===== src/rtl/dhst_pkg.sv =====
`timescale 1ns / 1ps
// ----------------------------------------------------------------------------
// dhst_pkg
// Shared types and constants of the daily heating schedule table.
// ----------------------------------------------------------------------------
package dhst_pkg;

    // field widths
    localparam int unsigned REQ_W    = 2;
    localparam int unsigned SLOT_W   = 3;
    localparam int unsigned MIN_W    = 11;
    localparam int unsigned STAT_W   = 2;
    localparam int unsigned CFG_W    = 8;
    localparam int unsigned CFG_IDX_W = 2;
    localparam int unsigned STORE_W  = 8;

    // time constants
    localparam logic [MIN_W:0]     MINUTES_IN_DAY = 12'd1440;
    localparam logic [STORE_W-1:0] ERASED_SLOT    = 8'd255;

    // register reset values
    localparam logic [CFG_W-1:0] PREWARM_RST   = 8'd36;
    localparam logic [CFG_W-1:0] LOOKAHEAD_RST = 8'd54;
    localparam logic [CFG_W-1:0] ON_PERIOD_RST = 8'd60;

    // register indexes
    localparam logic [CFG_IDX_W-1:0] CFG_PREWARM   = 2'd0;
    localparam logic [CFG_IDX_W-1:0] CFG_LOOKAHEAD = 2'd1;
    localparam logic [CFG_IDX_W-1:0] CFG_ON_PERIOD = 2'd2;

    // request codes
    typedef enum logic [REQ_W-1:0] {
        REQ_SET   = 2'd0,
        REQ_CLEAR = 2'd1,
        REQ_QUERY = 2'd2,
        REQ_NOP   = 2'd3
    } t_req;

    // result status codes
    typedef enum logic [STAT_W-1:0] {
        ST_OK       = 2'd0,
        ST_BAD_SLOT = 2'd1,
        ST_BAD_TIME = 2'd2
    } t_status;

    // controller to datapath commands
    typedef struct packed {
        logic              load;    // capture request fields
        logic              exec;    // check, write table, set up scan
        logic              mul;     // fetch slot and scale to minutes
        logic              eval;    // on/off times and warm tests
        logic              finish;  // sample any-set flag
        logic [SLOT_W-1:0] idx;     // slot under scan
    } t_dp_cmd;

    // datapath to controller status
    typedef struct packed {
        logic is_query;
    } t_dp_stat;

endpackage


===== src/rtl/daily_heating_schedule_table.sv =====
`timescale 1ns / 1ps
// ----------------------------------------------------------------------------
// daily_heating_schedule_table
// Table of daily heating start slots with set, clear and query requests.
// ----------------------------------------------------------------------------
//  channel   | handshake              | payload
//  ----------+------------------------+-----------------------------------------
//  request   | start, busy            | i_req_type, i_slot, i_minutes
//  result    | o_done (1-cycle strobe)| o_status, o_any_set, o_slot_valid,
//            |                        | o_slot_on_mins, o_slot_off_mins,
//            |                        | o_warm_now, o_warm_soon
//  config    | i_cfg_we               | i_cfg_idx, i_cfg_data
//
//  Set, clear and no-op: the sequencer passes S_EXEC and S_DONE after the
//  request transfer, before the registered result strobe. Query: a slot scan
//  runs in between: fetch/scale, then evaluation, per slot in the shared datapath.
//  A new request can be taken in the cycle the result strobe is high.
//  Reset (synchronous, active low) erases all slots and loads register
//  defaults; there is no clearing pass. The receiver cannot stall results.
// ----------------------------------------------------------------------------
module daily_heating_schedule_table #(
    parameter int unsigned SLOT_COUNT       = 2,
    parameter int unsigned GRANULARITY_MINS = 6
) (
    input  logic                            i_clk,
    input  logic                            i_rst_n,
    input  logic                            start,
    output logic                            busy,
    input  logic [dhst_pkg::REQ_W-1:0]      i_req_type,
    input  logic [dhst_pkg::SLOT_W-1:0]     i_slot,
    input  logic [dhst_pkg::MIN_W-1:0]      i_minutes,
    input  logic                            i_cfg_we,
    input  logic [dhst_pkg::CFG_IDX_W-1:0]  i_cfg_idx,
    input  logic [dhst_pkg::CFG_W-1:0]      i_cfg_data,
    output logic                            o_done,
    output logic [dhst_pkg::STAT_W-1:0]     o_status,
    output logic                            o_any_set,
    output logic                            o_slot_valid,
    output logic [dhst_pkg::MIN_W-1:0]      o_slot_on_mins,
    output logic [dhst_pkg::MIN_W-1:0]      o_slot_off_mins,
    output logic                            o_warm_now,
    output logic                            o_warm_soon
);
    import dhst_pkg::*;

    t_dp_cmd  cmd;
    t_dp_stat stat;

    // sequencer
    dhst_ctrl #(
        .SLOT_COUNT (SLOT_COUNT)
    ) u_ctrl (
        .i_clk   (i_clk),
        .i_rst_n (i_rst_n),
        .i_start (start),
        .o_busy  (busy),
        .o_done  (o_done),
        .i_stat  (stat),
        .o_cmd   (cmd)
    );

    // table and arithmetic
    dhst_dp #(
        .SLOT_COUNT       (SLOT_COUNT),
        .GRANULARITY_MINS (GRANULARITY_MINS)
    ) u_dp (
        .i_clk           (i_clk),
        .i_rst_n         (i_rst_n),
        .i_cmd           (cmd),
        .o_stat          (stat),
        .i_cfg_we        (i_cfg_we),
        .i_cfg_idx       (i_cfg_idx),
        .i_cfg_data      (i_cfg_data),
        .i_req_type      (i_req_type),
        .i_slot          (i_slot),
        .i_minutes       (i_minutes),
        .o_status        (o_status),
        .o_any_set       (o_any_set),
        .o_slot_valid    (o_slot_valid),
        .o_slot_on_mins  (o_slot_on_mins),
        .o_slot_off_mins (o_slot_off_mins),
        .o_warm_now      (o_warm_now),
        .o_warm_soon     (o_warm_soon)
    );

endmodule


===== src/rtl/dhst_ctrl.sv =====
`timescale 1ns / 1ps
// ----------------------------------------------------------------------------
// dhst_ctrl
// Request sequencer: accepts a request, runs the slot scan for queries and
// raises the one-cycle result strobe.
// ----------------------------------------------------------------------------
module dhst_ctrl #(
    parameter int unsigned SLOT_COUNT = 2
) (
    input  logic               i_clk,
    input  logic               i_rst_n,
    input  logic               i_start,
    output logic               o_busy,
    output logic               o_done,
    input  dhst_pkg::t_dp_stat i_stat,
    output dhst_pkg::t_dp_cmd  o_cmd
);
    import dhst_pkg::*;

    localparam int unsigned IDX_W = (SLOT_COUNT > 1) ? $clog2(SLOT_COUNT) : 1;
    localparam logic [IDX_W-1:0] LAST_IDX = IDX_W'(SLOT_COUNT - 1);

    typedef enum logic [2:0] {
        S_IDLE,
        S_EXEC,
        S_MUL,
        S_EVAL,
        S_DONE
    } t_state;

    t_state           r_state, n_state;
    logic [IDX_W-1:0] r_idx;
    logic             r_done;

    // next state
    always_comb begin
        n_state = r_state;
        case (r_state)
            S_IDLE: if (i_start) n_state = S_EXEC;
            S_EXEC: n_state = i_stat.is_query ? S_MUL : S_DONE;
            S_MUL:  n_state = S_EVAL;
            S_EVAL: n_state = (r_idx == LAST_IDX) ? S_DONE : S_MUL;
            S_DONE: n_state = S_IDLE;
            default: n_state = S_IDLE;
        endcase
    end

    // state, scan index and result strobe
    always_ff @(posedge i_clk) begin
        if (!i_rst_n) begin
            r_state <= S_IDLE;
            r_idx   <= '0;
            r_done  <= 1'b0;
        end else begin
            r_state <= n_state;
            r_done  <= (r_state == S_DONE);
            if (r_state == S_EXEC) begin
                r_idx <= '0;
            end else if (r_state == S_EVAL && r_idx != LAST_IDX) begin
                r_idx <= r_idx + 1'b1;
            end
        end
    end

    // commands
    always_comb begin
        o_cmd.load   = i_start && (r_state == S_IDLE);
        o_cmd.exec   = (r_state == S_EXEC);
        o_cmd.mul    = (r_state == S_MUL);
        o_cmd.eval   = (r_state == S_EVAL);
        o_cmd.finish = (r_state == S_DONE);
        o_cmd.idx    = SLOT_W'(r_idx);
    end

    assign o_busy = (r_state != S_IDLE);
    assign o_done = r_done;

    // checks
    a_accept_to_exec: assert property (@(posedge i_clk) disable iff (!i_rst_n)
        (i_start && r_state == S_IDLE) |=> (r_state == S_EXEC))
        else $error("accepted request did not enter exec");

    a_eval_after_mul: assert property (@(posedge i_clk) disable iff (!i_rst_n)
        (r_state == S_EVAL) |-> ($past(r_state) == S_MUL))
        else $error("eval without preceding fetch");

    a_scan_only_query: assert property (@(posedge i_clk) disable iff (!i_rst_n)
        (r_state == S_MUL && $past(r_state) == S_EXEC) |-> i_stat.is_query)
        else $error("slot scan started for a non-query request");

    a_idle_after_done: assert property (@(posedge i_clk) disable iff (!i_rst_n)
        (r_state == S_IDLE && $past(r_state) != S_IDLE) |-> ($past(r_state) == S_DONE))
        else $error("request ended without result");

endmodule


===== src/rtl/dhst_dp.sv =====
`timescale 1ns / 1ps
// ----------------------------------------------------------------------------
// dhst_dp
// Datapath: slot table, configuration registers, start-time divider and the
// per-slot on/off and warm evaluation.
// ----------------------------------------------------------------------------
module dhst_dp #(
    parameter int unsigned SLOT_COUNT       = 2,
    parameter int unsigned GRANULARITY_MINS = 6
) (
    input  logic                            i_clk,
    input  logic                            i_rst_n,
    input  dhst_pkg::t_dp_cmd               i_cmd,
    output dhst_pkg::t_dp_stat              o_stat,
    input  logic                            i_cfg_we,
    input  logic [dhst_pkg::CFG_IDX_W-1:0]  i_cfg_idx,
    input  logic [dhst_pkg::CFG_W-1:0]      i_cfg_data,
    input  logic [dhst_pkg::REQ_W-1:0]      i_req_type,
    input  logic [dhst_pkg::SLOT_W-1:0]     i_slot,
    input  logic [dhst_pkg::MIN_W-1:0]      i_minutes,
    output logic [dhst_pkg::STAT_W-1:0]     o_status,
    output logic                            o_any_set,
    output logic                            o_slot_valid,
    output logic [dhst_pkg::MIN_W-1:0]      o_slot_on_mins,
    output logic [dhst_pkg::MIN_W-1:0]      o_slot_off_mins,
    output logic                            o_warm_now,
    output logic                            o_warm_soon
);
    import dhst_pkg::*;

    localparam int unsigned IDX_W = (SLOT_COUNT > 1) ? $clog2(SLOT_COUNT) : 1;
    localparam logic [STORE_W-1:0] MAX_STORED = STORE_W'(1440 / GRANULARITY_MINS - 1);
    // scaled slot value, wide enough for an erased entry
    localparam int unsigned T_W = $clog2(255 * GRANULARITY_MINS + 1);
    // minutes / granularity as a reciprocal multiply, exact for minutes < 2048
    localparam int unsigned DIV_SH    = 17;
    localparam int unsigned DIV_RECIP = (2 ** DIV_SH + GRANULARITY_MINS - 1) / GRANULARITY_MINS;
    localparam int unsigned DIV_RW    = $clog2(DIV_RECIP + 1);
    localparam int unsigned PROD_W    = (MIN_W + DIV_RW > DIV_SH + STORE_W) ?
                                        (MIN_W + DIV_RW) : (DIV_SH + STORE_W);

    // request registers
    t_req               r_req;
    logic [SLOT_W-1:0]  r_slot;
    logic [MIN_W-1:0]   r_mins;

    // configuration
    logic [CFG_W-1:0]   r_prewarm, r_lookahead, r_on_period;

    // table and scan registers
    logic [STORE_W-1:0] r_slots [SLOT_COUNT];
    logic [STORE_W-1:0] r_cur;
    logic [T_W-1:0]     r_t;
    logic [MIN_W-1:0]   r_ahead;

    // result registers
    t_status            r_status;
    logic               r_any_set;
    logic               r_valid;
    logic [MIN_W-1:0]   r_on, r_off;
    logic               r_now, r_soon;

    // request checks
    logic               slot_good, time_good;
    t_status            n_status;
    logic               wr_en;
    logic [STORE_W-1:0] wr_val;
    logic [PROD_W-1:0]  div_prod;
    logic [MIN_W:0]     ahead_sum;

    assign slot_good = ({1'b0, r_slot} < (SLOT_W + 1)'(SLOT_COUNT));
    assign time_good = ({1'b0, r_mins} < MINUTES_IN_DAY);
    assign div_prod  = PROD_W'(r_mins) * PROD_W'(DIV_RECIP);
    assign ahead_sum = {1'b0, r_mins} + (MIN_W + 1)'(r_lookahead);

    always_comb begin
        n_status = ST_OK;
        wr_en    = 1'b0;
        wr_val   = ERASED_SLOT;
        case (r_req)
            REQ_SET: begin
                if (!slot_good) n_status = ST_BAD_SLOT;
                else if (!time_good) n_status = ST_BAD_TIME;
                wr_en  = slot_good && time_good;
                wr_val = div_prod[DIV_SH +: STORE_W];
            end
            REQ_CLEAR: begin
                if (!slot_good) n_status = ST_BAD_SLOT;
                wr_en = slot_good;
            end
            REQ_QUERY: begin
                if (!slot_good) n_status = ST_BAD_SLOT;
                else if (!time_good) n_status = ST_BAD_TIME;
            end
            default: n_status = ST_OK;
        endcase
    end

    // per-slot evaluation from the scaled start
    logic [MIN_W-1:0] t11;
    logic             cur_set, wrap;
    logic [MIN_W:0]   on_t, sum_t, off_t, end_t;
    logic             hit_now, hit_soon, named;

    assign t11     = MIN_W'(r_t);
    assign cur_set = (r_cur <= MAX_STORED);
    assign wrap    = ({3'b0, r_prewarm} > t11);

    always_comb begin
        on_t  = wrap ? ({1'b0, t11} + MINUTES_IN_DAY - (MIN_W + 1)'(r_prewarm))
                     : ({1'b0, t11} - (MIN_W + 1)'(r_prewarm));
        sum_t = {1'b0, t11} + (MIN_W + 1)'(r_on_period);
        if (wrap) off_t = sum_t;
        else if (sum_t >= MINUTES_IN_DAY) off_t = sum_t - MINUTES_IN_DAY;
        else off_t = sum_t;
        end_t = (off_t < on_t) ? (off_t + MINUTES_IN_DAY) : off_t;
        hit_now  = cur_set && ({1'b0, r_mins} >= on_t) && ({1'b0, r_mins} < end_t);
        hit_soon = cur_set && ({1'b0, r_ahead} >= on_t) && ({1'b0, r_ahead} < end_t);
        named    = (r_slot == i_cmd.idx);
    end

    // any slot set, over all entries
    logic any_set;
    always_comb begin
        any_set = 1'b0;
        for (int i = 0; i < SLOT_COUNT; i++) begin
            any_set = any_set | (r_slots[i] <= MAX_STORED);
        end
    end

    // configuration writes
    always_ff @(posedge i_clk) begin
        if (!i_rst_n) begin
            r_prewarm   <= PREWARM_RST;
            r_lookahead <= LOOKAHEAD_RST;
            r_on_period <= ON_PERIOD_RST;
        end else if (i_cfg_we) begin
            case (i_cfg_idx)
                CFG_PREWARM:   r_prewarm   <= i_cfg_data;
                CFG_LOOKAHEAD: r_lookahead <= i_cfg_data;
                CFG_ON_PERIOD: r_on_period <= i_cfg_data;
                default: ;
            endcase
        end
    end

    // slot table
    always_ff @(posedge i_clk) begin
        for (int i = 0; i < SLOT_COUNT; i++) begin
            if (!i_rst_n) begin
                r_slots[i] <= ERASED_SLOT;
            end else if (i_cmd.exec && wr_en && r_slot == SLOT_W'(i)) begin
                r_slots[i] <= wr_val;
            end
        end
    end

    // request capture
    always_ff @(posedge i_clk) begin
        if (i_cmd.load) begin
            r_req  <= t_req'(i_req_type);
            r_slot <= i_slot;
            r_mins <= i_minutes;
        end
    end

    // fetch and scale
    always_ff @(posedge i_clk) begin
        if (i_cmd.mul) begin
            r_cur <= r_slots[i_cmd.idx[IDX_W-1:0]];
            r_t   <= T_W'(r_slots[i_cmd.idx[IDX_W-1:0]]) * T_W'(GRANULARITY_MINS);
        end
    end

    // results
    always_ff @(posedge i_clk) begin
        if (!i_rst_n) begin
            r_status  <= ST_OK;
            r_any_set <= 1'b0;
            r_valid   <= 1'b0;
            r_on      <= '0;
            r_off     <= '0;
            r_now     <= 1'b0;
            r_soon    <= 1'b0;
            r_ahead   <= '0;
        end else begin
            if (i_cmd.exec) begin
                r_status <= n_status;
                r_valid  <= 1'b0;
                r_on     <= '0;
                r_off    <= '0;
                r_now    <= 1'b0;
                r_soon   <= 1'b0;
                r_ahead  <= (ahead_sum >= MINUTES_IN_DAY) ? MIN_W'(ahead_sum - MINUTES_IN_DAY)
                                                           : MIN_W'(ahead_sum);
            end
            if (i_cmd.eval) begin
                r_now  <= r_now | hit_now;
                r_soon <= r_soon | hit_soon;
                if (named) begin
                    r_valid <= cur_set;
                    r_on    <= cur_set ? MIN_W'(on_t) : '0;
                    r_off   <= cur_set ? MIN_W'(off_t) : '0;
                end
            end
            if (i_cmd.finish) begin
                r_any_set <= any_set;
            end
        end
    end

    assign o_stat.is_query = (r_req == REQ_QUERY);

    assign o_status        = r_status;
    assign o_any_set       = r_any_set;
    assign o_slot_valid    = r_valid;
    assign o_slot_on_mins  = r_on;
    assign o_slot_off_mins = r_off;
    assign o_warm_now      = r_now;
    assign o_warm_soon     = r_soon;

    // checks
    a_status_code: assert property (@(posedge i_clk) disable iff (!i_rst_n)
        $past(i_cmd.exec) |-> (r_status == ST_OK || r_status == ST_BAD_SLOT ||
                               r_status == ST_BAD_TIME))
        else $error("undefined status code");

    a_times_in_day: assert property (@(posedge i_clk) disable iff (!i_rst_n)
        $past(i_cmd.eval) |-> ({1'b0, r_on} < MINUTES_IN_DAY &&
                               {1'b0, r_off} < MINUTES_IN_DAY))
        else $error("slot on/off time outside one day");

    a_invalid_zero: assert property (@(posedge i_clk) disable iff (!i_rst_n)
        !r_valid |-> (r_on == '0 && r_off == '0))
        else $error("times reported for an unset slot");

endmodule


===== config.mk =====
export PLATFORM = sky130hd
export DESIGN_NAME = daily_heating_schedule_table
export DESIGN_NICKNAME = d
export VERILOG_FILES = /design/src/rtl/dhst_pkg.sv /design/src/rtl/daily_heating_schedule_table.sv /design/src/rtl/dhst_ctrl.sv /design/src/rtl/dhst_dp.sv
export SDC_FILE = /design/constraint.sdc
export NUM_CORES = 1
export LEC_CHECK = 0
export ABC_AREA = 1
export ABC_CLOCK_PERIOD_IN_PS = 4550
export BUFFER_PORTS_ARGS = -buffer_cell sky130_fd_sc_hd__buf_2
export CAP_MARGIN = 30
export CORE_ASPECT_RATIO = 0.5
export CORE_MARGIN = 8
export CORE_UTILIZATION = 45
export CTS_BUF_LIST = sky130_fd_sc_hd__clkbuf_8
export DETAILED_ROUTE_END_ITERATION = 8
export PLACE_DENSITY_LB_ADDON = 0.1
export SLEW_MARGIN = 30
export SYNTH_ARGS = -nofsm -noshare
export SYNTH_HDL_FRONTEND = slang
export SYNTH_HIERARCHICAL = 1
export SYNTH_SLANG_ARGS = --single-unit

===== constraint.sdc =====
create_clock -name i_clk -period 4.55 [get_ports i_clk]
set_input_delay 0.455 -clock i_clk [delete_from_list [all_inputs] [get_ports i_clk]]
set_output_delay 0.455 -clock i_clk [all_outputs]
set_load 0.02 [all_outputs]

==> summary by stage <==
Timing
Setup repair after global routing could not meet its margin everywhere. Across all setup checks in the final design, the least slack found is -0.152 ns. The final count of pins violating max slew is 0. Derived from the worst setup path, the maximum achievable clock frequency is 213 MHz. The tightest hold path in the finished design has a slack of 0.189 ns. Headroom to the max-slew limit came out at 42.6%.

The post-route minimum period is 4.70 ns. The number of hold violations in the final report is 0. The share of the cycle needed by the critical path after routing is 103%.

The total of endpoints with negative setup slack in the final report is 6. For the final database, setup skew stands at 0.0182 ns. At the pin with the least slew margin, the transition time is 0.860 ns.

Route
The DRC violation count after routing is 0. The total vias in the final route is 8861. The detailed router's first-iteration violation count is 478.

After detailed routing, the average wire length per cell comes to 15.8 um. Once detail routing completed, the nets flagged for antenna violations numbered 0. In the routed layout, each cell is associated on average with a via count of 4.98.

The number of iterations in the first detailed-routing pass is 5. Wires add up to 28.1 mm.

Floorplanning
The die boundary width is 229 um. In this run the count of I/O pins placed on the die edge is 60. The die area is 28000 um2. The initial utilization of the core area, before any placement, comes to 45.2%. The floorplan step defined a core boundary enclosing 22500 um2.

The placement row count is 39. The die is 122 um tall.

Yosys
The number of unique standard cell types used by synthesis is 60. The cell area that synthesis handed to floorplanning was 10200 um2. In the synthesized netlist, the cells that appear most often are sky130_fd_sc_hd__nand2_1 (215), sky130_fd_sc_hd__inv_1 (199), sky130_fd_sc_hd__ha_1 (170). Yosys instantiated no cell more often than sky130_fd_sc_hd__nand2_1. Sorting the synthesized cells by area gives the leading types as sky130_fd_sc_hd__ha_1 (21%), sky130_fd_sc_hd__edfxtp_1 (14%), sky130_fd_sc_hd__dfxtp_1 (13%). The synthesized area per cell is 8.36 um2. For this run, the leading register cell type out of synthesis is sky130_fd_sc_hd__dfxtp_1.

The share of async-settable or async-resettable flops after synthesis is 0%. For this run, the number of Yosys warnings is 6. The number of synthesized flops with an enable pin is 46. The cell count after synthesis is 1220. The biggest area contributor in the post-synthesis netlist is sky130_fd_sc_hd__ha_1.

For this run, the register share of the synthesized area comes to 26.9%. The register bit total from synthesis is 114. After synthesis, the largest area contributor takes up 20.9% of total cell area.

Power
In this run, flip-flops and latches consume 18.5% of the power. In this run the static leakage power is 6.40 nW. The part of the power in combinational logic is 66.2%.

The share of power burned in the clock network is 15.3%. The proportion of total power due to net switching is 41.6%. The switching component of the power is 0.00257 W.

The total power is 0.00619 W. For this design the ratio of total power to cell area is 463 nW/um2. The worst supply voltage drop on vdd is 0.000860 V. Internal power comes to 0.00362 W.

Outcome
The flow ran to the end, but the final reports show violations. The final reports fail on negative setup slack.

Final layout
The cell area after layout is 13400 um2. The final-stage net count is 1704. The fraction of final layout cells sized beyond drive strength 1 is 30.3%. The area growth from synthesis to layout is 31.1%. Cells fill 59.3% of the core in the end. 0 antenna diodes ended up in the layout.

Worst setup path
Together, buffers and inverters on the worst path number 4. The worst-path maximum fanout is 5. The delay of the slowest cell on the worst path is 0.45 ns. STA classifies the critical path startpoint as a register. The type of the worst setup path is reg -> reg. The required time at the worst-slack endpoint is 4.90 ns. The cell with the largest stage delay on the worst path is sky130_fd_sc_hd__edfxtp_1. Counting stages on the worst path, the most repeated cell is sky130_fd_sc_hd__nand2_1.

Data arrives at the worst endpoint at 5.05 ns. STA classifies the critical path endpoint as a register. Among cell families on the critical path, the largest total delay comes from compound AO/OA/AOI/OAI gates.

Global routing
The number of antenna violations at the first check in global routing is 0. Global routing used 26.8% of the available met1 tracks. Entering global routing, the biggest net connects 35 pins.

The first global-routing pass estimated 44.9 mm of wire. Global routing consumed, on the met2 layer, 33.9% of the routing resources. Global routing used 19.9% of the available tracks. The via count of the first global-routing pass is 8797. The most used routing layer is met2. The total global routing overflow is 0.

The met3 routing resource usage after global routing is 3.09%.

Placement
In this run the cell area measured after placement is 11900 um2. Routability-driven placement finished with a final weighted congestion of 0.862. The quantity of I/O buffers inserted on ports is 59. After legalization and detailed placement, the total HPWL measured 22.4 mm. Prior to clock tree synthesis, the placed netlist has a worst setup slack of -0.480 ns.

Clock tree
The clock insertion delay at the later pin of the skew report is 0.44 ns. Counting along the longest clock path gives a buffer depth of 2. The CTS tree is done. The number of clock sinks seen by CTS is 114. The clock root buffer is sky130_fd_sc_hd__clkbuf_8. The total number of H-tree levels is 4. The clock slew at the register clock pins of the worst setup and hold paths is 0.08 ns.

Buffers inserted during clock tree synthesis total 17. The quantity of hold-fixing buffers added after cts is 0.

Hold path
In this run the worst hold path is classified as in -> reg.

Run
The total of max-cap violations is 0.
power groups by stage:
stage               Combinational (W)  Clock, W  Sequential, W
floorplan                     0.00175         0        0.00116
global placement              0.00263         0        0.00117
detailed placement            0.00267         0        0.00117
CTS                           0.00317  0.000975        0.00114
global route                  0.00450   0.00102        0.00115
finish                        0.00409  0.000950        0.00114
registers in the layout, summed over array words and instances, names as in the netlist:
| register | flops |
|---|---|
| u_dp/r_t | 9 |
| u_dp/r_mins | 11 |
| u_dp/r_req | 2 |
| u_dp/r_prewarm | 8 |
| u_dp/r_lookahead | 8 |
| u_dp/o_warm_now | 1 |
| u_dp/o_status | 2 |
| u_dp/o_slot_valid | 1 |
| u_ctrl/o_done | 1 |
| u_dp/o_slot_off_mins | 11 |
| u_dp/r_ahead | 11 |
| u_dp/r_slot | 3 |
| u_dp/o_any_set | 1 |
| u_dp/r_cur | 5 |
| u_dp/r_on_period | 8 |
| u_dp/o_slot_on_mins | 11 |
| u_dp/o_warm_soon | 1 |
| u_ctrl/r_idx | 1 |
| u_ctrl/r_state | 3 |
| u_dp/r_slots | 16 |
layout make-up:
class                      instances  area (um2)
multi-input combinational        881        7390
fill                            2020        9170
clock buffer                      17         234
tap                              307         384
sequential                       114        2740
clock inverter                    15         153
timing repair buffer             238        1690
inverter                         206         782
placed cells by master, fill, tap and decap left out, drive strengths merged, types with 17 or more instances in the layout:
master  count
a21oi      94
buf       238
clkbuf     17
dfxtp      68
edfxtp     46
fa         46
ha        170
inv       208
nand2     233
nand3      57
nand4      21
nor2       76
o21ai      48
xnor2      19
xor2       26
per-layer routing:
| layer | share of wire [%] | wire (um) |
|---|---|---|
| met5 | 0 | 0 |
| met4 | 0.63 | 178 |
| met3 | 3.5 | 996 |
| met2 | 47 | 13300 |
| met1 | 48 | 13600 |
metrics by stage:
| stage | TNS, ns | cells |
|---|---|---|
| after floorplan | 0 | 1221 |
| after global placement | -3.24 | 1711 |
| after detailed placement | -3.92 | 1711 |
| after CTS | -1.04 | 1759 |
| after global routing | -2.52 | 1778 |
| final | -0.552 | 1778 |
cell families after synthesis:
kind of cell	Yosys count	synth area share, %
mux	4	0.442
simple gates	414	18.3
buf+inv	226	8.50
compound gates	200	11.6
fa+ha+maj	216	29.9
other cells	1	0.0368
flops	114	26.9
xor+xnor	45	4.31
worst paths after layout:
path,startpoint,cells after the start,endpoint,slack (ns)
max,u_dp/r_cur[0],33,u_dp/o_warm_soon,-0.15
min,i_minutes[10],1,u_dp/r_mins[10],0.19
max reg2reg,u_dp/r_cur[0],33,u_dp/o_warm_soon,-0.15
min reg2reg,u_dp/o_slot_valid,2,u_dp/o_slot_valid,0.46
what timing repair did:
action	CTS	global route
buffers inserted	16	24
endpoints found under the hold margin	0	0
endpoints found under the setup margin	16	16
pin swaps	58	72
gates resized for setup	65	101
Note: power is estimated with default switching activity, not from simulation.
